File: config.mk
export PLATFORM = sky130hd
export DESIGN_NAME = rgb_to_uyvy_422_packer_core
export DESIGN_NICKNAME = d
export VERILOG_FILES = /design/src/design/rup_pkg.sv /design/src/design/rup_front.sv /design/src/design/rup_fifo.sv /design/src/design/rup_back.sv /design/src/design/rgb_to_uyvy_422_packer_core.sv
export SDC_FILE = /design/constraint.sdc
export NUM_CORES = 1
export LEC_CHECK = 0
export BUFFER_PORTS_ARGS = -buffer_cell sky130_fd_sc_hd__buf_4
export CAP_MARGIN = 20
export CORE_UTILIZATION = 30
export CTS_CLUSTER_DIAMETER = 30
export CTS_CLUSTER_SIZE = 25
export DETAILED_ROUTE_END_ITERATION = 7
export GPL_TIMING_DRIVEN = 0
export PLACE_DENSITY = 0.55
export SLEW_MARGIN = 20
export SYNTH_ARGS = -nofsm -noshare
export SYNTH_HDL_FRONTEND = slang
export SYNTH_SLANG_ARGS = --single-unit
File: constraint.sdc
create_clock -name clock -period 8.7 [get_ports clock]
set_input_delay 0.435 -clock clock [delete_from_list [all_inputs] [get_ports clock]]
set_output_delay 0.435 -clock clock [all_outputs]
set_load 0.02 [all_outputs]
File: src/design/rup_pkg.sv
// Shared types, constants and conversion function for the RGB to UYVY packer.
// Used by the front end, the pixel queue and the byte serializer.
package rup_pkg;

   localparam int CFG_W           = 13;
   localparam int DIM_W           = 17;
   localparam int ACC_W           = 27;
   localparam int MAX_LINE_WIDTH_DEF   = 4096;
   localparam int MAX_FRAME_HEIGHT_DEF = 4096;
   localparam logic [CFG_W-1:0] LINE_WIDTH_RST   = 13'd640;
   localparam logic [CFG_W-1:0] FRAME_HEIGHT_RST = 13'd480;

   localparam logic REG_LINE_WIDTH   = 1'b0;
   localparam logic REG_FRAME_HEIGHT = 1'b1;

   localparam int Q_DEPTH = 4;
   localparam int Q_PTR_W = 2;

   localparam logic signed [ACC_W-1:0] CY_R = 27'sd19595;
   localparam logic signed [ACC_W-1:0] CY_G = 27'sd38470;
   localparam logic signed [ACC_W-1:0] CY_B = 27'sd7471;
   localparam logic signed [ACC_W-1:0] CU_R = -27'sd11076;
   localparam logic signed [ACC_W-1:0] CU_G = -27'sd21692;
   localparam logic signed [ACC_W-1:0] CU_B = 27'sd32768;
   localparam logic signed [ACC_W-1:0] CV_R = 27'sd32768;
   localparam logic signed [ACC_W-1:0] CV_G = -27'sd27460;
   localparam logic signed [ACC_W-1:0] CV_B = -27'sd5374;
   localparam logic signed [ACC_W-1:0] CHROMA_OFS = 27'sd8388608;
   localparam logic signed [ACC_W-1:0] NO_OFS     = 27'sd0;

   typedef struct packed {
      logic [7:0] u;
      logic [7:0] y;
      logic [7:0] v;
      logic       even;
      logic       eof;
   } pix_type;

   function automatic logic [7:0] mix(
      input logic [7:0] r,
      input logic [7:0] g,
      input logic [7:0] b,
      input logic signed [ACC_W-1:0] kr,
      input logic signed [ACC_W-1:0] kg,
      input logic signed [ACC_W-1:0] kb,
      input logic signed [ACC_W-1:0] ofs
   );
      logic signed [ACC_W-1:0] re;
      logic signed [ACC_W-1:0] ge;
      logic signed [ACC_W-1:0] be;
      logic signed [ACC_W-1:0] acc;
      logic [7:0] res;
      re  = $signed({{(ACC_W-8){1'b0}}, r});
      ge  = $signed({{(ACC_W-8){1'b0}}, g});
      be  = $signed({{(ACC_W-8){1'b0}}, b});
      acc = kr * re + kg * ge + kb * be + ofs;
      if (acc[ACC_W-1]) begin
         res = 8'd0;
      end else if (|acc[ACC_W-2:24]) begin
         res = 8'd255;
      end else begin
         res = acc[23:16];
      end
      return res;
   endfunction

endpackage

File: src/design/rup_front.sv
// Front end: config registers, pixel accept, column/row tracking and color conversion.
// Depends on rup_pkg.
module rup_front #(
   parameter int MAX_LINE_WIDTH   = rup_pkg::MAX_LINE_WIDTH_DEF,
   parameter int MAX_FRAME_HEIGHT = rup_pkg::MAX_FRAME_HEIGHT_DEF
) (
   input  logic                          clock,
   input  logic                          reset,
   input  logic                          csr_we,
   input  logic                          csr_index,
   input  logic [rup_pkg::CFG_W-1:0]     csr_wdata,
   input  logic                          req_push,
   output logic                          req_full,
   input  logic [7:0]                    req_red,
   input  logic [7:0]                    req_green,
   input  logic [7:0]                    req_blue,
   output logic                          q_wr,
   output rup_pkg::pix_type              q_wdata,
   input  logic                          q_full
);
   import rup_pkg::*;

   localparam int COL_W = (MAX_LINE_WIDTH > 1) ? $clog2(MAX_LINE_WIDTH) : 1;
   localparam int ROW_W = (MAX_FRAME_HEIGHT > 1) ? $clog2(MAX_FRAME_HEIGHT) : 1;
   localparam logic [DIM_W-1:0] MAX_W = DIM_W'(MAX_LINE_WIDTH);
   localparam logic [DIM_W-1:0] MAX_H = DIM_W'(MAX_FRAME_HEIGHT);

   logic [CFG_W-1:0] width_ff, width_in;
   logic [CFG_W-1:0] height_ff, height_in;
   logic [COL_W-1:0] col_ff, col_in;
   logic [ROW_W-1:0] row_ff, row_in;
   logic             stage_valid_ff, stage_valid_in;
   logic [7:0]       red_ff, green_ff, blue_ff;
   logic             even_ff, eof_ff;

   logic [DIM_W-1:0] w_clip, w_eff, h_clip, h_eff;
   logic [DIM_W-1:0] col_next, row_next;
   logic             accept, eol, eof;

   always_comb begin
      w_clip = ({{(DIM_W-CFG_W){1'b0}}, width_ff} > MAX_W) ? MAX_W
             : {{(DIM_W-CFG_W){1'b0}}, width_ff};
      w_eff  = {w_clip[DIM_W-1:1], 1'b0};
      if (w_eff < DIM_W'(2)) begin
         w_eff = DIM_W'(2);
      end
      h_clip = ({{(DIM_W-CFG_W){1'b0}}, height_ff} > MAX_H) ? MAX_H
             : {{(DIM_W-CFG_W){1'b0}}, height_ff};
      h_eff  = (h_clip == '0) ? DIM_W'(1) : h_clip;
   end

   assign col_next = DIM_W'(col_ff) + DIM_W'(1);
   assign row_next = DIM_W'(row_ff) + DIM_W'(1);
   assign eol      = col_next >= w_eff;
   assign eof      = eol && (row_next >= h_eff);

   assign req_full       = stage_valid_ff && q_full;
   assign accept         = req_push && !req_full;
   assign q_wr           = stage_valid_ff && !q_full;
   assign stage_valid_in = accept || (stage_valid_ff && q_full);

   always_comb begin
      width_in  = width_ff;
      height_in = height_ff;
      if (csr_we) begin
         case (csr_index)
            REG_LINE_WIDTH:   width_in  = csr_wdata;
            REG_FRAME_HEIGHT: height_in = csr_wdata;
            default: ;
         endcase
      end
   end

   always_comb begin
      col_in = col_ff;
      row_in = row_ff;
      if (accept) begin
         if (eol) begin
            col_in = '0;
            row_in = eof ? '0 : row_next[ROW_W-1:0];
         end else begin
            col_in = col_next[COL_W-1:0];
         end
      end
   end

   always_ff @(posedge clock) begin
      if (reset) begin
         width_ff       <= LINE_WIDTH_RST;
         height_ff      <= FRAME_HEIGHT_RST;
         col_ff         <= '0;
         row_ff         <= '0;
         stage_valid_ff <= 1'b0;
      end else begin
         width_ff       <= width_in;
         height_ff      <= height_in;
         col_ff         <= col_in;
         row_ff         <= row_in;
         stage_valid_ff <= stage_valid_in;
      end
   end

   always_ff @(posedge clock) begin
      if (accept) begin
         red_ff   <= req_red;
         green_ff <= req_green;
         blue_ff  <= req_blue;
         even_ff  <= ~col_ff[0];
         eof_ff   <= eof;
      end
   end

   always_comb begin
      q_wdata.u    = mix(red_ff, green_ff, blue_ff, CU_R, CU_G, CU_B, CHROMA_OFS);
      q_wdata.y    = mix(red_ff, green_ff, blue_ff, CY_R, CY_G, CY_B, NO_OFS);
      q_wdata.v    = mix(red_ff, green_ff, blue_ff, CV_R, CV_G, CV_B, CHROMA_OFS);
      q_wdata.even = even_ff;
      q_wdata.eof  = eof_ff;
   end

endmodule

File: src/design/rup_fifo.sv
// Short queue of converted pixels between the front end and the serializer.
// Depends on rup_pkg.
module rup_fifo (
   input  logic             clock,
   input  logic             reset,
   input  logic             wr,
   input  rup_pkg::pix_type wdata,
   output logic             full,
   output logic             rd_valid,
   output rup_pkg::pix_type rdata,
   input  logic             rd
);
   import rup_pkg::*;

   pix_type            mem_ff [Q_DEPTH];
   logic [Q_PTR_W-1:0] wptr_ff, wptr_in;
   logic [Q_PTR_W-1:0] rptr_ff, rptr_in;
   logic [Q_PTR_W:0]   cnt_ff, cnt_in;
   logic               do_wr, do_rd;

   assign full     = cnt_ff == (Q_PTR_W+1)'(Q_DEPTH);
   assign rd_valid = cnt_ff != '0;
   assign rdata    = mem_ff[rptr_ff];
   assign do_wr    = wr && !full;
   assign do_rd    = rd && rd_valid;

   always_comb begin
      wptr_in = do_wr ? wptr_ff + Q_PTR_W'(1) : wptr_ff;
      rptr_in = do_rd ? rptr_ff + Q_PTR_W'(1) : rptr_ff;
      cnt_in  = cnt_ff;
      if (do_wr && !do_rd) begin
         cnt_in = cnt_ff + (Q_PTR_W+1)'(1);
      end else if (do_rd && !do_wr) begin
         cnt_in = cnt_ff - (Q_PTR_W+1)'(1);
      end
   end

   always_ff @(posedge clock) begin
      if (reset) begin
         wptr_ff <= '0;
         rptr_ff <= '0;
         cnt_ff  <= '0;
      end else begin
         wptr_ff <= wptr_in;
         rptr_ff <= rptr_in;
         cnt_ff  <= cnt_in;
      end
   end

   always_ff @(posedge clock) begin
      if (do_wr) begin
         mem_ff[wptr_ff] <= wdata;
      end
   end

endmodule

File: src/design/rup_back.sv
// Back end: serializes one queued pixel into U,Y,V or Y words and holds the output word.
// Depends on rup_pkg.
module rup_back (
   input  logic             clock,
   input  logic             reset,
   input  logic             q_valid,
   input  rup_pkg::pix_type q_rdata,
   output logic             q_rd,
   output logic             rsp_empty,
   input  logic             rsp_pop,
   output logic [7:0]       rsp_out_byte,
   output logic             rsp_last_of_run,
   output logic             rsp_end_of_frame
);
   import rup_pkg::*;

   localparam logic [1:0] SLOT_U = 2'd0;
   localparam logic [1:0] SLOT_Y = 2'd1;
   localparam logic [1:0] SLOT_V = 2'd2;

   pix_type    cur_ff;
   logic       cur_valid_ff, cur_valid_in;
   logic [1:0] slot_ff, slot_in;
   logic       out_valid_ff, out_valid_in;
   logic [7:0] byte_ff;
   logic       last_ff, eof_ff;

   logic       out_free, emit, is_last, take;
   logic [7:0] byte_sel;

   assign out_free = !out_valid_ff || rsp_pop;
   assign emit     = cur_valid_ff && out_free;
   assign is_last  = cur_ff.even ? (slot_ff == SLOT_V) : 1'b1;
   assign take     = q_valid && (!cur_valid_ff || (emit && is_last));
   assign q_rd     = take;

   always_comb begin
      case (slot_ff)
         SLOT_U:  byte_sel = cur_ff.u;
         SLOT_Y:  byte_sel = cur_ff.y;
         SLOT_V:  byte_sel = cur_ff.v;
         default: byte_sel = cur_ff.y;
      endcase
   end

   always_comb begin
      cur_valid_in = cur_valid_ff;
      slot_in      = slot_ff;
      if (take) begin
         cur_valid_in = 1'b1;
         slot_in      = q_rdata.even ? SLOT_U : SLOT_Y;
      end else if (emit) begin
         cur_valid_in = !is_last;
         slot_in      = slot_ff + 2'd1;
      end
      out_valid_in = emit ? 1'b1 : (rsp_pop ? 1'b0 : out_valid_ff);
   end

   always_ff @(posedge clock) begin
      if (reset) begin
         cur_valid_ff <= 1'b0;
         out_valid_ff <= 1'b0;
         slot_ff      <= SLOT_U;
      end else begin
         cur_valid_ff <= cur_valid_in;
         out_valid_ff <= out_valid_in;
         slot_ff      <= slot_in;
      end
   end

   always_ff @(posedge clock) begin
      if (take) begin
         cur_ff <= q_rdata;
      end
      if (emit) begin
         byte_ff <= byte_sel;
         last_ff <= is_last;
         eof_ff  <= is_last && cur_ff.eof;
      end
   end

   assign rsp_empty        = !out_valid_ff;
   assign rsp_out_byte     = byte_ff;
   assign rsp_last_of_run  = last_ff;
   assign rsp_end_of_frame = eof_ff;

endmodule

File: src/design/rgb_to_uyvy_422_packer_core.sv
// RGB to UYVY 4:2:2 packer, top level.
// Instantiates rup_front, rup_fifo and rup_back; depends on rup_pkg.
//
// Usage: push one RGB pixel per word on the req_ side (taken when req_push is
// high and req_full low). The rsp_ side presents packed bytes in U,Y,V,Y order:
// a pixel at an even column gives three words (U, Y, V), one at an odd column
// gives one word (Y). rsp_last_of_run marks the final word of each pixel and
// rsp_end_of_frame the final word of the last pixel of a frame.
// Path: a pixel passes the input stage, the pixel queue, the serializer and
// the output register. The input takes one pixel per cycle while the
// four-entry pixel queue has room; the byte-wide output register sends one
// word per cycle while rsp_pop is high, and a pixel pair gives four words.
// Stall: while rsp_pop is low the output word holds, the serializer and queue
// fill, and req_full rises once the queue and the input stage are both full.
// Reset: counters go to column 0, row 0, line_width to 640, frame_height to
// 480, and all queued words are dropped. Write csr_ registers only when idle.
module rgb_to_uyvy_422_packer_core #(
   parameter int MAX_LINE_WIDTH   = rup_pkg::MAX_LINE_WIDTH_DEF,
   parameter int MAX_FRAME_HEIGHT = rup_pkg::MAX_FRAME_HEIGHT_DEF
) (
   input  logic                      clock,
   input  logic                      reset,
   input  logic                      csr_we,
   input  logic                      csr_index,
   input  logic [rup_pkg::CFG_W-1:0] csr_wdata,
   input  logic                      req_push,
   output logic                      req_full,
   input  logic [7:0]                req_red,
   input  logic [7:0]                req_green,
   input  logic [7:0]                req_blue,
   output logic                      rsp_empty,
   input  logic                      rsp_pop,
   output logic [7:0]                rsp_out_byte,
   output logic                      rsp_last_of_run,
   output logic                      rsp_end_of_frame
);
   import rup_pkg::*;

   logic    q_wr, q_full, q_valid, q_rd;
   pix_type q_wdata, q_rdata;

   rup_front #(
      .MAX_LINE_WIDTH   (MAX_LINE_WIDTH),
      .MAX_FRAME_HEIGHT (MAX_FRAME_HEIGHT)
   ) u_front (
      .clock     (clock),
      .reset     (reset),
      .csr_we    (csr_we),
      .csr_index (csr_index),
      .csr_wdata (csr_wdata),
      .req_push  (req_push),
      .req_full  (req_full),
      .req_red   (req_red),
      .req_green (req_green),
      .req_blue  (req_blue),
      .q_wr      (q_wr),
      .q_wdata   (q_wdata),
      .q_full    (q_full)
   );

   rup_fifo u_fifo (
      .clock    (clock),
      .reset    (reset),
      .wr       (q_wr),
      .wdata    (q_wdata),
      .full     (q_full),
      .rd_valid (q_valid),
      .rdata    (q_rdata),
      .rd       (q_rd)
   );

   rup_back u_back (
      .clock            (clock),
      .reset            (reset),
      .q_valid          (q_valid),
      .q_rdata          (q_rdata),
      .q_rd             (q_rd),
      .rsp_empty        (rsp_empty),
      .rsp_pop          (rsp_pop),
      .rsp_out_byte     (rsp_out_byte),
      .rsp_last_of_run  (rsp_last_of_run),
      .rsp_end_of_frame (rsp_end_of_frame)
   );

   a_eof_on_last : assert property (@(posedge clock) disable iff (reset)
      (!rsp_empty && rsp_end_of_frame) |-> rsp_last_of_run)
      else $error("end of frame on a word that does not close its pixel");

   a_full_needs_queue : assert property (@(posedge clock) disable iff (reset)
      req_full |-> q_full)
      else $error("input stalled while the pixel queue has room");

   a_full_queue_valid : assert property (@(posedge clock) disable iff (reset)
      q_full |-> q_valid)
      else $error("pixel queue full and empty at once");

   a_empty_after_reset : assert property (@(posedge clock)
      $past(reset) |-> rsp_empty)
      else $error("output word present right after reset");

endmodule
# Word-level counts from Yosys, hierarchy flattened
# Memories as Yosys holds them, arrays and structs flattened. A register that Yosys moved wholly into a read port is not among the register bits.
# Index checks and enable logic that the tools add are counted.
# classes
n_addsub	15
mul	7
order_cmp	5
n_eq_ne	2
n_mux	27
n_bitwise	2
n_reduce_logical	34
# op_table
operator	n
adder 27 bit	4
adder 27 x 25 -> 27 bit, second input constant	2
two-way mux 8 bit	6
multiplier 14 x 9 -> 23 bit, first input constant	2
multiplier 15 x 8 -> 23 bit, first input constant	2
multiplier 13 x 9 -> 22 bit, first input constant	2
>= comparator 17 bit	2
two-way mux 17 bit	2
adder 24 x 27 -> 27 bit	1
adder 27 x 24 -> 27 bit	1
adder 12 x 1 -> 13 bit, second input constant	2
greater-than comparator 13 bit, second input constant	2
two-way mux 13 bit	2
two-way mux 12 bit	2
multiplier 13 x 8 -> 21 bit, first input constant	1
zero test 17 bit	1
less-than comparator 17 x 2 -> 1 bit, second input constant	1
case mux 8 bit (2 select lines)	1
logical AND 1 bit	12
two-way mux 1 bit	8
two-way mux 2 bit	4
zero test 1 bit	7
adder 2 x 1 -> 2 bit, second input constant	3
two-way mux 3 bit	2
other kinds (11)	20
# totals
reg_bits	124
mem_bits_rw	104
inputBits	43
output_inout_bits	12
wordCells	117
mem_count	1
# mem_list
name	words	word_bits	rd	rd_clocked_by_memory_dff	wr	line_no	text
u_fifo.mem_ff	4	26	1	1	1	rup_fifo.sv:15	pix_type mem_ff [Q_DEPTH];

# Logic depth before layout (Yosys ltp)
# depth
depth_word	10
ltp_mapped	27
depth_no_buf	27

# Modules after synthesis
# From an unflattened synthesis, not the netlist that was laid out.
# hier_totals
cells_unflattened	2405
hier_area_um2	25137.9
# modules_own_cells
module	instances	cells_per_inst	area_per_inst_um2	seq_area_each_um2
rup_front	1	2127	19423.6	1801.7
rup_fifo	1	184	4246.6	3303.2
rup_back	1	94	1467.7	1161.1

# Worst setup path before layout
# No wires, ideal clock.
# synth_timing
path_kind	reg-to-reg
from	reg u_front.blue_ff[6]
to	mem u_fifo.mem_ff[0][17] (netlist bit) (data pin)
setup_ns	0.287
arrival_time_ns	6.630
required_ns	8.413
path_slack_ns	1.784
stages_incl_launch_ff	24
n_path_buf	0
period_less_slack_ns	6.916
path_cell_list	edfxtp_1 -> fa_1 -> inv_1 -> fa_1 -> inv_1 -> fa_1 -> inv_1 -> fa_1 -> inv_1 -> ha_1 -> o21a_1 -> nor2_1 -> nor3_1 -> a2111oi_2 -> o31ai_1 -> or4_1 -> and3_1 -> fa_1 -> inv_1 -> ha_1 -> a21o_1 -> a21o_1 -> o21a_1 -> or4_1
# synth_rtl
element	line_no	text
start: declaration	rup_front.sv:33	logic [7:0] red_ff, green_ff, blue_ff;
start signal: assignment	rup_front.sv:107	blue_ff <= req_blue;
end: declaration	rup_fifo.sv:15	

==> metrics.yaml <==
status:
  status: "finished, final reports clean"
synthesis:
  synth_area_per_cell_um2: 10.2
  async_flop_share: 0
  ys_types: 82
  ys_seq_area_frac: 0.241
  synth-edff-count: 166
  synthesis.area_mm2: 0.0259
  synthCells: 2542
  synth_fp_nets: 3288
  ys_warn_count: 0
  synth_ff_type: "edfxtp_1"
  ys_ff_latch: 229
global_routing:
  grt_max_degree: 36
  first_global_vias: 17900
  grt_overflow: 0
  grt_pass1_wl_um: 97700
  grtUsageTotal: 0.144
  antenna_found_initial: 0
setup_path:
  slowest_delay_ps: 880
  crit_path_end_kind: "flip-flop"
  critical_path_required_ps: 9060
  cp.arrival_ps: 8410
  critPathMaxFanout: 11
  crit_path_start_kind: "flip-flop"
  cp_slowest_cell: "fa_1"
  path_buf_inv: 3
  worstSetupPathType: "reg -> reg"
  cp_top_family: "adder cells"
layout:
  final_layout_size_suffix_gt1_frac: 0.0806
  nNetsFinal: 3423
  fin_util: 0.351
  syn2layout_area_growth_pct: 15.6
  final_area_mm2: 0.0299
  antennaDiodeCount: 0
  final_common_cell: "inv_1"
  fillerInstances: 8679
  mostFrequentLayoutCells: "487 x inv_1, 478 x ha_1, 225 x fa_1"
floorplanning:
  boundaryPins: 55
  die_w_um: 296
  placement_rows: 107
  die_y_um: 296
  die_area_mm2: 0.0875
  initial_utilization: 0.304
  fp.coreArea_mm2: 0.0853
placement:
  placed_area_mm2: 0.0279
  port-buffer-count: 54
  gp_congestion: 0.868
  hpwl_um: 50000
sta:
  period_share: 0.925
  worst_pin_slew_ps: 911
  slew-limit-headroom: 0.393
  tns_ps: 0
  fmax_mhz: 124
  drv_slew: 0
  fin_crit_ps: 8050
  finClkSkew_ps: 64.0
  finalHoldViolCount: 0
  rsz0062_at_grt: "no"
  finalSetupViolCount: 0
routing:
  drc: 0
  vias_per_cell: 4.63
  firstDrtPassIters: 5
  num_vias: 17900
  drt_wl_total_um: 61300
  drt_iter0_drc: 789
  routedWlPerCell_um: 15.9
  drtAntennaViolNets: 0
clock_tree:
  clock_sinks: 229
  clockRootBuffer: "clkbuf_16"
  cts_tree: "done"
  h-tree-depth: 2
  cts_resized: 0
  worstSkewPairLatency_ps: 610
  cts_setup_buffers: 0
  cts_buffers: 52
  cts_max_path_buffers: 3
  path_clk_slew_ps: 40
flow_run:
  drv_cap: 0
worst_hold_path:
  hold_class: "in -> reg"
==> per-layer routing <==
metal	up-vias	wire length [µm]	GRT usage
met4	0	1280	0.0369
met2	265	28500	0.240
met3	66	2530	0.0226
met1	8554	28900	0.193
met5	-	0	0
li1	8997	-	-
==> worst reg2reg max path, cell delays in order (launching register included) <==
cell      delay, ps
edfxtp_1        710
fa_1            880
ha_1            280
inv_1            90
fa_1            500
fa_1            570
inv_1            50
ha_1            320
o21a_1          130
a21oi_1         200
o21ai_0         170
a41oi_1         310
a21oi_1         180
a21o_1          220
a21oi_1         170
xor2_1          370
fa_1            480
inv_1            70
ha_1            290
a21o_1          200
a21oi_1         190
o21ai_0         110
a21o_1          220
o21ai_1         180
mux2i_1         550
o21a_1          360
==> final timing paths <==
check	to	slack, ps	start	cells past startpoint
worst min register to register	u_front.height_ff[0]	460	u_front.height_ff[0]	2
worst max register to register	u_fifo.mem_ff[3][6]	650	u_front.green_ff[3]	25
worst min-delay path	u_front.blue_ff[6]	30	req_blue[6]	1
worst max-delay path	u_fifo.mem_ff[3][6]	650	u_front.green_ff[3]	25
==> repair_timing <==
action                                  4_1_cts  5_1_grt
hold endpoints to repair                     22        0
endpoints found under the setup margin        0        0
hold buffers                                 22        0
==> logic make-up after synthesis <==
group                      count (synthesis)  synth area share
adders and majority gates                703             0.405
buffers and inverters                    510            0.0742
and+or+nand+nor                          506            0.0932
AOI/OAI and AO/OA                        402             0.107
DFF                                      229             0.241
xor gates and xnor gates                 160            0.0541
muxes                                     32            0.0251
==> sequential cells by signal, summed over array words and instances (netlist names), named ones only <==
name                     count
u_front.even_ff              1
u_back.rsp_end_of_frame      1
u_back.slot_ff               2
u_front.eof_ff               1
u_front.row_ff              12
u_front.stage_valid_ff       1
u_back.out_valid_ff          1
u_fifo.wptr_ff               2
u_front.green_ff             8
u_fifo.rptr_ff               2
u_front.col_ff              12
u_front.height_ff           13
u_back.rsp_last_of_run       1
u_back.rsp_out_byte          8
u_fifo.cnt_ff                3
u_front.blue_ff              8
u_back.cur_ff               26
u_front.red_ff               8
u_back.cur_valid_ff          1
u_front.width_ff            12
u_fifo.mem_ff              104
==> cells in the mapped netlist (all sizes together), types with 6 or more instances <==
master   instances  area share
o21a            35       0.010
and3            33      0.0080
clkbuf          17      0.0025
o31ai           10      0.0034
a2111oi          9      0.0045
nor2b           18      0.0044
a211o            6      0.0020
nand2b          15      0.0036
nand2          164       0.024
nand4           12      0.0029
nand3           40      0.0077
a21o            41       0.012
o21ai           62       0.012
a31oi           16      0.0039
inv            487       0.071
a211oi          15      0.0045
edfxtp         166        0.19
xnor2           91       0.031
buf              6      0.0011
and2            11      0.0027
nor2           116       0.017
mux4            26       0.023
dfxtp           63       0.049
o311ai           6      0.0023
ha             478        0.23
a22oi           13      0.0038
nor4             8      0.0019
fa             225        0.17
or3             20      0.0052
or2             11      0.0027
a32o             8      0.0031
xor2            69       0.023
o21bai          13      0.0038
a21oi          117       0.023
o211ai          13      0.0040
nor3            46      0.0089
==> area by class of cell <==
class                           instances  area, µm²  area share
Tap cell                             1144       1430      0.0478
Clock buffer                           61       1430      0.0477
Clock inverter                         34        394      0.0132
Buffer                                 23       96.3     0.00322
Multi-Input combinational cell       1803      17700       0.593
Timing Repair Buffer                   81        763      0.0255
Inverter                              487       1830      0.0611
Sequential cell                       229       6250       0.209
==> metrics by stage <==
step                setup slack [ps]  std cells  hold WS (ps)
floorplan                       1780       2542           436
global placement                 764       3740           452
detailed placement               719       3745           461
CTS                              608       3862          2.26
global route                     141       3862          7.77
finish                           654       3862          34.3
Power is left out: the tool's default activity adds up to more than one toggle a clock period on the data nets, which glitch-free logic cannot reach.
